File: src/sv/dfd_sqrt.sv
// Iterative ceiling integer square root, one result bit per cycle.
module dfd_sqrt #(
	parameter int IN_W = 34
) (
	input  logic              clk,
	input  logic              arst_n,
	input  logic              start,
	input  logic [IN_W-1:0]   value,
	output logic              done,
	output logic [IN_W/2:0]   root
);

	localparam int H  = IN_W / 2;
	localparam int RW = H + 4;
	localparam int NW = $clog2(H + 1);

	logic            busy_q;
	logic            done_q;
	logic [NW-1:0]   cnt_q;
	logic [IN_W-1:0] val_q;
	logic [RW-1:0]   rem_q;
	logic [H-1:0]    root_q;

	logic [RW-1:0]   rem_sh;
	logic [RW-1:0]   trial;
	logic            ge;

	// Bring down the next two bits and try to subtract 4*root + 1.
	assign rem_sh = {rem_q[RW-3:0], val_q[IN_W-1:IN_W-2]};
	assign trial  = RW'({root_q, 2'b01});
	assign ge     = (rem_sh >= trial);

	always_ff @(posedge clk or negedge arst_n) begin
		if (!arst_n) begin
			busy_q <= 1'b0;
			done_q <= 1'b0;
			cnt_q  <= '0;
		end else begin
			done_q <= !start && busy_q && (cnt_q == NW'(H - 1));
			if (start) begin
				busy_q <= 1'b1;
				cnt_q  <= '0;
			end else if (busy_q) begin
				cnt_q <= cnt_q + NW'(1);
				if (cnt_q == NW'(H - 1)) begin
					busy_q <= 1'b0;
				end
			end
		end
	end

	always_ff @(posedge clk) begin
		if (start) begin
			val_q  <= value;
			rem_q  <= '0;
			root_q <= '0;
		end else if (busy_q) begin
			val_q  <= val_q << 2;
			rem_q  <= ge ? (rem_sh - trial) : rem_sh;
			root_q <= {root_q[H-2:0], ge};
		end
	end

	// A nonzero remainder means the floor root falls short of the ceiling.
	assign done = done_q;
	assign root = (H + 1)'(root_q) + (H + 1)'(rem_q != '0);

endmodule

File: config.mk
export PLATFORM = sky130hd
export DESIGN_NAME = dfd_sqrt
export DESIGN_NICKNAME = d
export VERILOG_FILES = /design/src/sv/dfd_sqrt.sv
export SDC_FILE = /design/constraint.sdc
export NUM_CORES = 1
export LEC_CHECK = 0
export ABC_AREA = 1
export CORE_UTILIZATION = 40
export DETAILED_ROUTE_END_ITERATION = 10
export DONT_BUFFER_PORTS = 1
export GPL_TIMING_DRIVEN = 0
export MAX_ROUTING_LAYER = met4
export PLACE_DENSITY = 0.67
export SYNTH_ARGS = -nofsm -noshare
export SYNTH_HDL_FRONTEND = slang
export SYNTH_SLANG_ARGS = --single-unit
export TNS_END_PERCENT = 100
File: constraint.sdc
create_clock -name clk -period 2.5 [get_ports clk]
set_clock_uncertainty 0.1 [all_clocks]
set_input_delay 0.125 -clock clk [delete_from_list [all_inputs] [get_ports clk]]
set_output_delay 0.125 -clock clk [all_outputs]
set_load 0.01 [all_outputs]
**After elaboration in Yosys (flattened, before gate mapping)**

Cells that the tools add are included.

- Flip-flop bits (word level): 79
- Input bits: 37
- Output and inout bits: 19
- Logic and storage cells: 24

- Add/subtract/negate cells: 3
- Order comparisons: 1
- Equal/unequal tests: 1
- Muxes and demuxes: 8
- Reduce and logical (&&, ||, !) cells: 5

Operator list:

| kind | count |
|---|---|
| 34-bit 2-to-1 mux | 2 |
| 21-bit by 19-bit greater-or-equal comparator with 1-bit output | 1 |
| 21-bit 2-to-1 mux | 1 |
| 21-bit nonzero test | 1 |
| 21-bit by 19-bit subtractor with 21-bit output | 1 |
| 17-bit by 1-bit adder with 18-bit output | 1 |
| 5-bit 2-to-1 mux | 2 |
| 5-bit by 1-bit adder with 5-bit output, second input constant | 1 |
| 5-bit == test, second input constant | 1 |
| 1-bit 2-to-1 mux | 3 |
| 1-bit logical AND | 2 |
| 2-bit nonzero test | 1 |
| 1-bit logical NOT | 1 |

**Longest topological paths before layout**

Gate-level depths: netlist of the first run.

- Depth in word-level cells: 4
- Gate-level depth with buffers: 14
- Depth with buffers taken out: 14

**Least setup slack after synthesis of the first run**

OpenSTA, ideal clock, no wires.

- Path type: reg2reg
- Start: register busy_q
- End: register val_q[0], enable pin
- Library setup time: 0.412 ns
- Arrival time: 1.798 ns
- Required time: 1.988 ns
- Path slack: 0.190 ns
- Cell stages (with the launch flop): 5
- Path buffers: 2
- Clock period less this slack: 2.310 ns
- Path through: dfrtp_1 > buf_2 > nor2_2 > inv_1 > clkbuf_1

- Word-level cells in the longest chain between the ends: 1

Ends and longest elaborated chain:

| what | RTL line | RTL |
|---|---|---|
| from (decl) | 17 | `logic busy_q;` |
| from (signal assigned) | 35 | `busy_q <= 1'b0;` |
| from (signal assigned) | 41 | `busy_q <= 1'b1;` |
| from (signal assigned) | 46 | `busy_q <= 1'b0;` |
| 2-bit nonzero test (no source line) | n/a |  |
| to (signal assigned) | 54 | `val_q <= value;` |
| to (signal assigned) | 58 | `val_q <= val_q << 2;` |
| to (decl) | 20 | `logic [IN_W-1:0] val_q;` |

No other way between the ends.
A chain may end at the register's enable or synchronous reset.

**Worst setup path in the final report of the first run**

- Start: register rem_q[14]
- End: output root[16]

- Word-level cells in the longest chain between the ends: 2

Ends and longest elaborated chain:

| what | RTL line | RTL |
|---|---|---|
| from (decl) | 21 | `logic [RW-1:0] rem_q;` |
| from (signal assigned) | 59 | `rem_q <= ge ? (rem_sh - trial) : rem_sh;` |
| 21-bit nonzero test | 66 | `assign root = (H + 1)'(root_q) + (H + 1)'(rem_q != '0);` |
| 17-bit by 1-bit adder with 18-bit output | 66 |  |
| to (decl) | 10 | `output logic [IN_W/2:0] root` |

No other way between the ends.

==> impl_metrics.tcl, run 1 <==
set metrics [dict create \
    run_status "complete, but fails checks" \
    violations "setup timing" \
    grt_pass1_wl_mm 23.07 \
    place.gp.congestion 0.9777 \
    drive_gt1_share_pct 19.33 \
    syn_nets 729 \
    hold_viol 0 \
    first_pass_iters 5 \
    via_count 4803 \
    final_cell_mix "244 x nand2_1, 69 x inv_1, 52 x nand3_1, 36 x dlygate4sd3_1, 34 x edfxtp_1" \
    arrival_ns 2.72 \
    slew_viol_final 0 \
    synth_edf_count 34 \
    start_util_pct 40.93 \
    total_power_w 0.007027 \
    gr-total-overflow 0 \
    yosysWarningCount 0 \
    slew-limit-headroom_pct 57.18 \
    num-nets-final 805 \
    drc 0 \
    worst_slack_ns -0.4475 \
    routedWlPerCell_um 16.61 \
    fmax_mhz 339.3 \
    clk_latency_ns 0.34 \
    grt_usage_pct 24.12 \
    final_common_cell "nand2_1" \
    yosys.cell_types.count 38 \
    grt_max_degree 43 \
    ant_nets 0 \
    clk_pin_slew_worst_paths_ns 0.06 \
    vias_per_cell 5.355 \
    critPathCaptureType "primary output" \
    place_inst 817 \
    place_ws_ns -0.3340 \
    clockBufferDepth 2 \
    wl_mm 14.90 \
    clock-root-buffer "clkbuf_16" \
    numCtsBuffers 9 \
    period_minus_slack_ns 2.948 \
    syn-mean-instance-area_sq_um 7.318 \
    min_period_over_period_pct 117.9 \
    synth-seq-cells 79 \
    boundaryPins 56 \
    worst_pin_slew_ns 0.6423 \
    grt_pass1_vias 4721 \
    tritoncts "built" \
    hold_path_class "input pin to async pin" \
    die_h_um 112.6 \
    cts.sinks 79 \
    rows 40 \
    areaGrowthSynthToFinish_pct 30.51 \
    cp-startpoint "rem_q[14]" \
    portBuffers 0 \
    vdd_drop_max_mv 0.5646 \
    die_w_um 112.6 \
    antenna_found_initial 0 \
    required_ns 2.28 \
    fin_cells 897 \
    setup_viol 15 \
    power_leakage_nw 2.910 \
    maxCapViolations 0 \
    async_reset_ff_share_pct 8.861 \
    syn_inst 669 \
    dp_hpwl_mm 9.777 \
    rsz0062_at_grt "true" \
    die_area_sq_um 12690 \
    fin_hold_ws_ns 0.008244 \
    powerDensity_nw_per_um2 1100 \
    cp_max_fo 2 \
    critical_path_class "flip-flop to primary output" \
    startpoint_type "flip-flop" \
    design.core.area_sq_um 11960 \
    synth-seq-area-share_pct 39.97 \
    htree_levels 3 \
    reg2reg_from "root_q[10]" \
    synth_ff_type "dfxtp_1" \
    drtIter0Drc 427 \
    diodes 0 \
    synth_area_sq_um 4896 \
]
[sequential cells by signal, summed over array words and instances (netlist names)]
name    count
done        1
root_q     17
busy_q      1
cnt_q       5
val_q      34
rem_q      21
[logic make-up (layout without fill, tap and decap cells)]
group                    Yosys count  in the layout  synth area share [%]
AO/OA/AOI/OAI                     62             62                 7.309
flip-flops                        79             79                 39.97
AND/OR/NAND/NOR                  382            382                 34.27
adder cells (fa/ha/maj)           23             23                 5.878
buffers and inverters             99            180                 8.280
XOR/XNOR                          24             24                 4.293
[synthesized netlist by cell type (8+ instances only)]
| master | n | area (sq um) |
|---|---|---|
| nor2_1 | 34 | 127.6 |
| o22ai_1 | 16 | 100.1 |
| nand3_1 | 59 | 295.3 |
| xor2_1 | 16 | 140.1 |
| xnor2_1 | 8 | 70.07 |
| ha_1 | 23 | 287.8 |
| dfxtp_1 | 38 | 760.7 |
| inv_1 | 76 | 285.3 |
| a21oi_1 | 17 | 85.08 |
| nand2_1 | 246 | 923.4 |
| o21ai_0 | 8 | 40.04 |
| o21ai_1 | 12 | 60.06 |
| edfxtp_1 | 34 | 1021 |
| clkbuf_1 | 9 | 33.78 |
[routing by layer]
metal	global-route usage, %	up-vias	wire length (um)
met5	-	-	0
met4	10.58	0	449
met3	3.672	44	945
met2	40.29	215	7465
met1	28.82	2229	6034
li1	-	2315	-
[timing repair]
action                                  4_1_cts  5_1_grt
gates resized for setup                      47       47
buffers inserted                              8       21
endpoints found under the setup margin       14       36
hold buffers                                 36        0
pin swaps                                    10       21
hold endpoints to repair                     49        0
[worst max-delay path, cell delays in order, from the launching register on]
cell,delay [ns]
dfxtp_4,0.36
nor2_2,0.08
nand4_1,0.22
nor3_2,0.25
nand4_1,0.24
ha_4,0.25
ha_4,0.16
nand3_4,0.09
nor2_4,0.05
nand2_4,0.10
nor3_4,0.05
buf_4,0.14
buf_6,0.12
nand3_4,0.07
xor2_4,0.18
[report_power, final]
part	internal (W)	leakage [nW]	switching (W)
clock network	0.000682	0.130	0.000549
registers	0.00159	0.786	0.000208
logic	0.00157	1.99	0.00243
total	0.00384	2.91	0.00318
[final cells by class]
class | count | area [sq um]
plain buffers | 18 | 111.4
repair buffers | 65 | 601.8
flip-flops and latches | 79 | 1989
well taps | 147 | 183.9
clock inverters | 7 | 56.30
clock buffers | 9 | 225.2
inverters | 81 | 312.8
fillers | 1036 | 5572
multi-input cells | 491 | 2909
[final timing paths]
check,end,slack (ns),depth (start not counted)
max in group asynchronous,done,2.06,1
setup reg to reg,rem_q[7],0.10,13
hold reg to reg,cnt_q[4],0.37,1
hold / removal,cnt_q[3],0.008,1
setup / recovery,root[16],-0.45,14
min in group clk,root_q[0],0.05,3
[metrics by stage]
stage          area [sq um]  utilization [%]  TNS, ns
3_5_place_dp           5101            42.65   -1.570
5_1_grt                6390            53.42   -4.127
2_1_floorplan          4896                -        0
4_1_cts                6040            50.49   -2.515
6_report               6390            53.42   -4.334
3_3_place_gp           5080            42.47   -16.30
Note: power is estimated with default switching activity, not from simulation.
==> run 2, diff against run 1 <==
--- a/config.mk
+++ b/config.mk
@@ -9,7 +9,7 @@
 export CORE_UTILIZATION = 40
 export DETAILED_ROUTE_END_ITERATION = 10
 export DONT_BUFFER_PORTS = 1
-export GPL_TIMING_DRIVEN = 0
+export GPL_TIMING_DRIVEN = 1
 export MAX_ROUTING_LAYER = met4
 export PLACE_DENSITY = 0.67
 export SYNTH_ARGS = -nofsm -noshare
==> impl_metrics.tcl, run 2 (synthesized netlist as in run 1, its figures left out) <==
set metrics [dict create \
    setup_viol 3 \
    period_minus_slack_ns 2.604 \
    design_area_sq_um 6216 \
    clk_pin_slew_worst_paths_ns 0.06 \
    place.gp.congestion 0.9682 \
    htree_levels 3 \
    setup-tns-final_ns -0.1957 \
    drc 0 \
    fmax_mhz 384.0 \
    grt_pass1_wl_mm 22.80 \
    violations "setup timing" \
    portBuffers 0 \
    largest_register_ffs 34 \
    power_leakage_nw 2.942 \
    cts.sinks 79 \
    num-nets-final 803 \
    worst_slack_ns -0.1041 \
    critPathSlowestCell "dfxtp_2" \
    boundaryPins 56 \
    finalCoreUtilization_pct 51.97 \
    drive_gt1_share_pct 17.11 \
    min_period_over_period_pct 104.2 \
    hold_path_class "input pin to async pin" \
    slew-limit-headroom_pct 67.57 \
    grt_max_degree 60 \
    hold_viol 0 \
    run_status "complete, but fails checks" \
    die_h_um 112.6 \
    rows 40 \
    gr-total-overflow 0 \
    grt_usage_pct 23.97 \
    ant_nets 0 \
    powerDensity_nw_per_um2 1119 \
    required_ns 2.28 \
    antenna_found_initial 0 \
    clock-root-buffer "clkbuf_16" \
    wl_mm 14.37 \
    diodes 0 \
    via_count 4687 \
    worst_pin_slew_ns 0.4827 \
    tritoncts "built" \
    drtIter0Drc 382 \
    arrival_ns 2.38 \
    critical_path_class "flip-flop to primary output" \
    cp_max_fo 3 \
    die_w_um 112.6 \
    clk_latency_ns 0.35 \
    max_stage_delay_ns 0.32 \
    maxCapViolations 0 \
    cp_cell_sequence "inv_1, nand3_1, nor3_2, nand4_1, ha_2, nand2_2, nor2_4, nand3_2, nor3_4, nand3_2, nor3_4, nand3b_1, nor2_2" \
    numCtsBuffers 9 \
    vdd_drop_max_mv 0.5196 \
    final_common_cell "nand2_1" \
    slew_viol_final 0 \
    design.core.area_sq_um 11960 \
    final_cell_mix "243 x nand2_1, 70 x inv_1, 52 x nand3_1, 40 x buf_4, 36 x dlygate4sd3_1" \
    die_area_sq_um 12690 \
    first_pass_iters 5 \
    biggestRegsByFlops "val_q: 34 flops, rem_q: 21 flops, root_q: 17 flops" \
    areaGrowthSynthToFinish_pct 26.96 \
    placed_area_sq_um 5186 \
    dp_hpwl_mm 9.766 \
    routedWlPerCell_um 16.05 \
    grt_pass1_vias 4673 \
    rsz0062_at_grt "true" \
    critPathCaptureType "primary output" \
    regMostFlops "val_q" \
    startpoint_type "flip-flop" \
    start_util_pct 40.93 \
    clockBufferDepth 2 \
    vias_per_cell 5.237 \
]
run 2: cell type report:
class	count	area (sq um)
clock buffer	10	229.0
clock inverter	6	51.30
fill	1048	5746
inverter	81	304.0
multi-input combinational	492	2755
sequential	79	1969
tap	147	183.9
timing repair buffer	80	723.2
run 2: worst max-delay path: cells and delay by family (launching register included):
family,cells,cell delay (ns)
simple gates,11,1.42
flops,1,0.32
fa+ha+maj,1,0.22
buf+inv,1,0.06
run 2: where the power goes:
group | internal, W | switching [W] | leakage (nW)
Sequential | 0.00158 | 0.000160 | 0.781
Combinational | 0.00146 | 0.00248 | 2.02
Clock | 0.000759 | 0.000513 | 0.139
Total | 0.00380 | 0.00316 | 2.94
run 2: worst paths after layout:
| kind | startpoint | endpoint | slack [ns] | depth (start not counted) |
|---|---|---|---|---|
| max | rem_q[3] | root[17] | -0.10 | 13 |
| min | arst_n | cnt_q[1] | 0.002 | 1 |
| max reg2reg | root_q[10] | rem_q[7] | 0.15 | 12 |
| min reg2reg | cnt_q[3] | cnt_q[3] | 0.36 | 1 |
| max in group asynchronous | arst_n | cnt_q[2] | 2.06 | 1 |
| min in group clk | start | busy_q | 0.10 | 3 |
run 2: per-stage QoR:
| stage | cells | setup WS, ns | total power (W) | hold slack [ns] |
|---|---|---|---|---|
| 3_5_place_dp | 824 | 0.06948 | 0.005329 | -0.2704 |
| 2_1_floorplan | 669 | 0.1898 | 0.004435 | -0.2706 |
| 3_3_place_gp | 824 | 0.1125 | 0.005313 | -0.2704 |
| 6_report | 895 | -0.1041 | 0.006956 | 0.001502 |
| 4_1_cts | 891 | -0.1400 | 0.006759 | 0.009903 |
| 5_1_grt | 895 | -0.1755 | 0.007436 | 0.02218 |
run 2: repair_timing:
| action | 4_1_cts | 5_1_grt |
|---|---|---|
| buffers inserted | 14 | 3 |
| hold buffers | 37 | 0 |
| cloned | 0 | 1 |
| pin swaps | 16 | 17 |
| endpoints found under the setup margin | 9 | 21 |
| gates resized for setup | 36 | 19 |
| endpoints found under the hold margin | 44 | 0 |
run 2: routing by layer:
| layer | share of wire [%] | global-route usage, % | vias to the layer above |
|---|---|---|---|
| met2 | 48 | 39.55 | 157 |
| li1 | - | - | 2308 |
| met5 | 0 | - | - |
| met1 | 43 | 28.89 | 2188 |
| met4 | 2.4 | 8.978 | 0 |
| met3 | 5.9 | 4.860 | 34 |
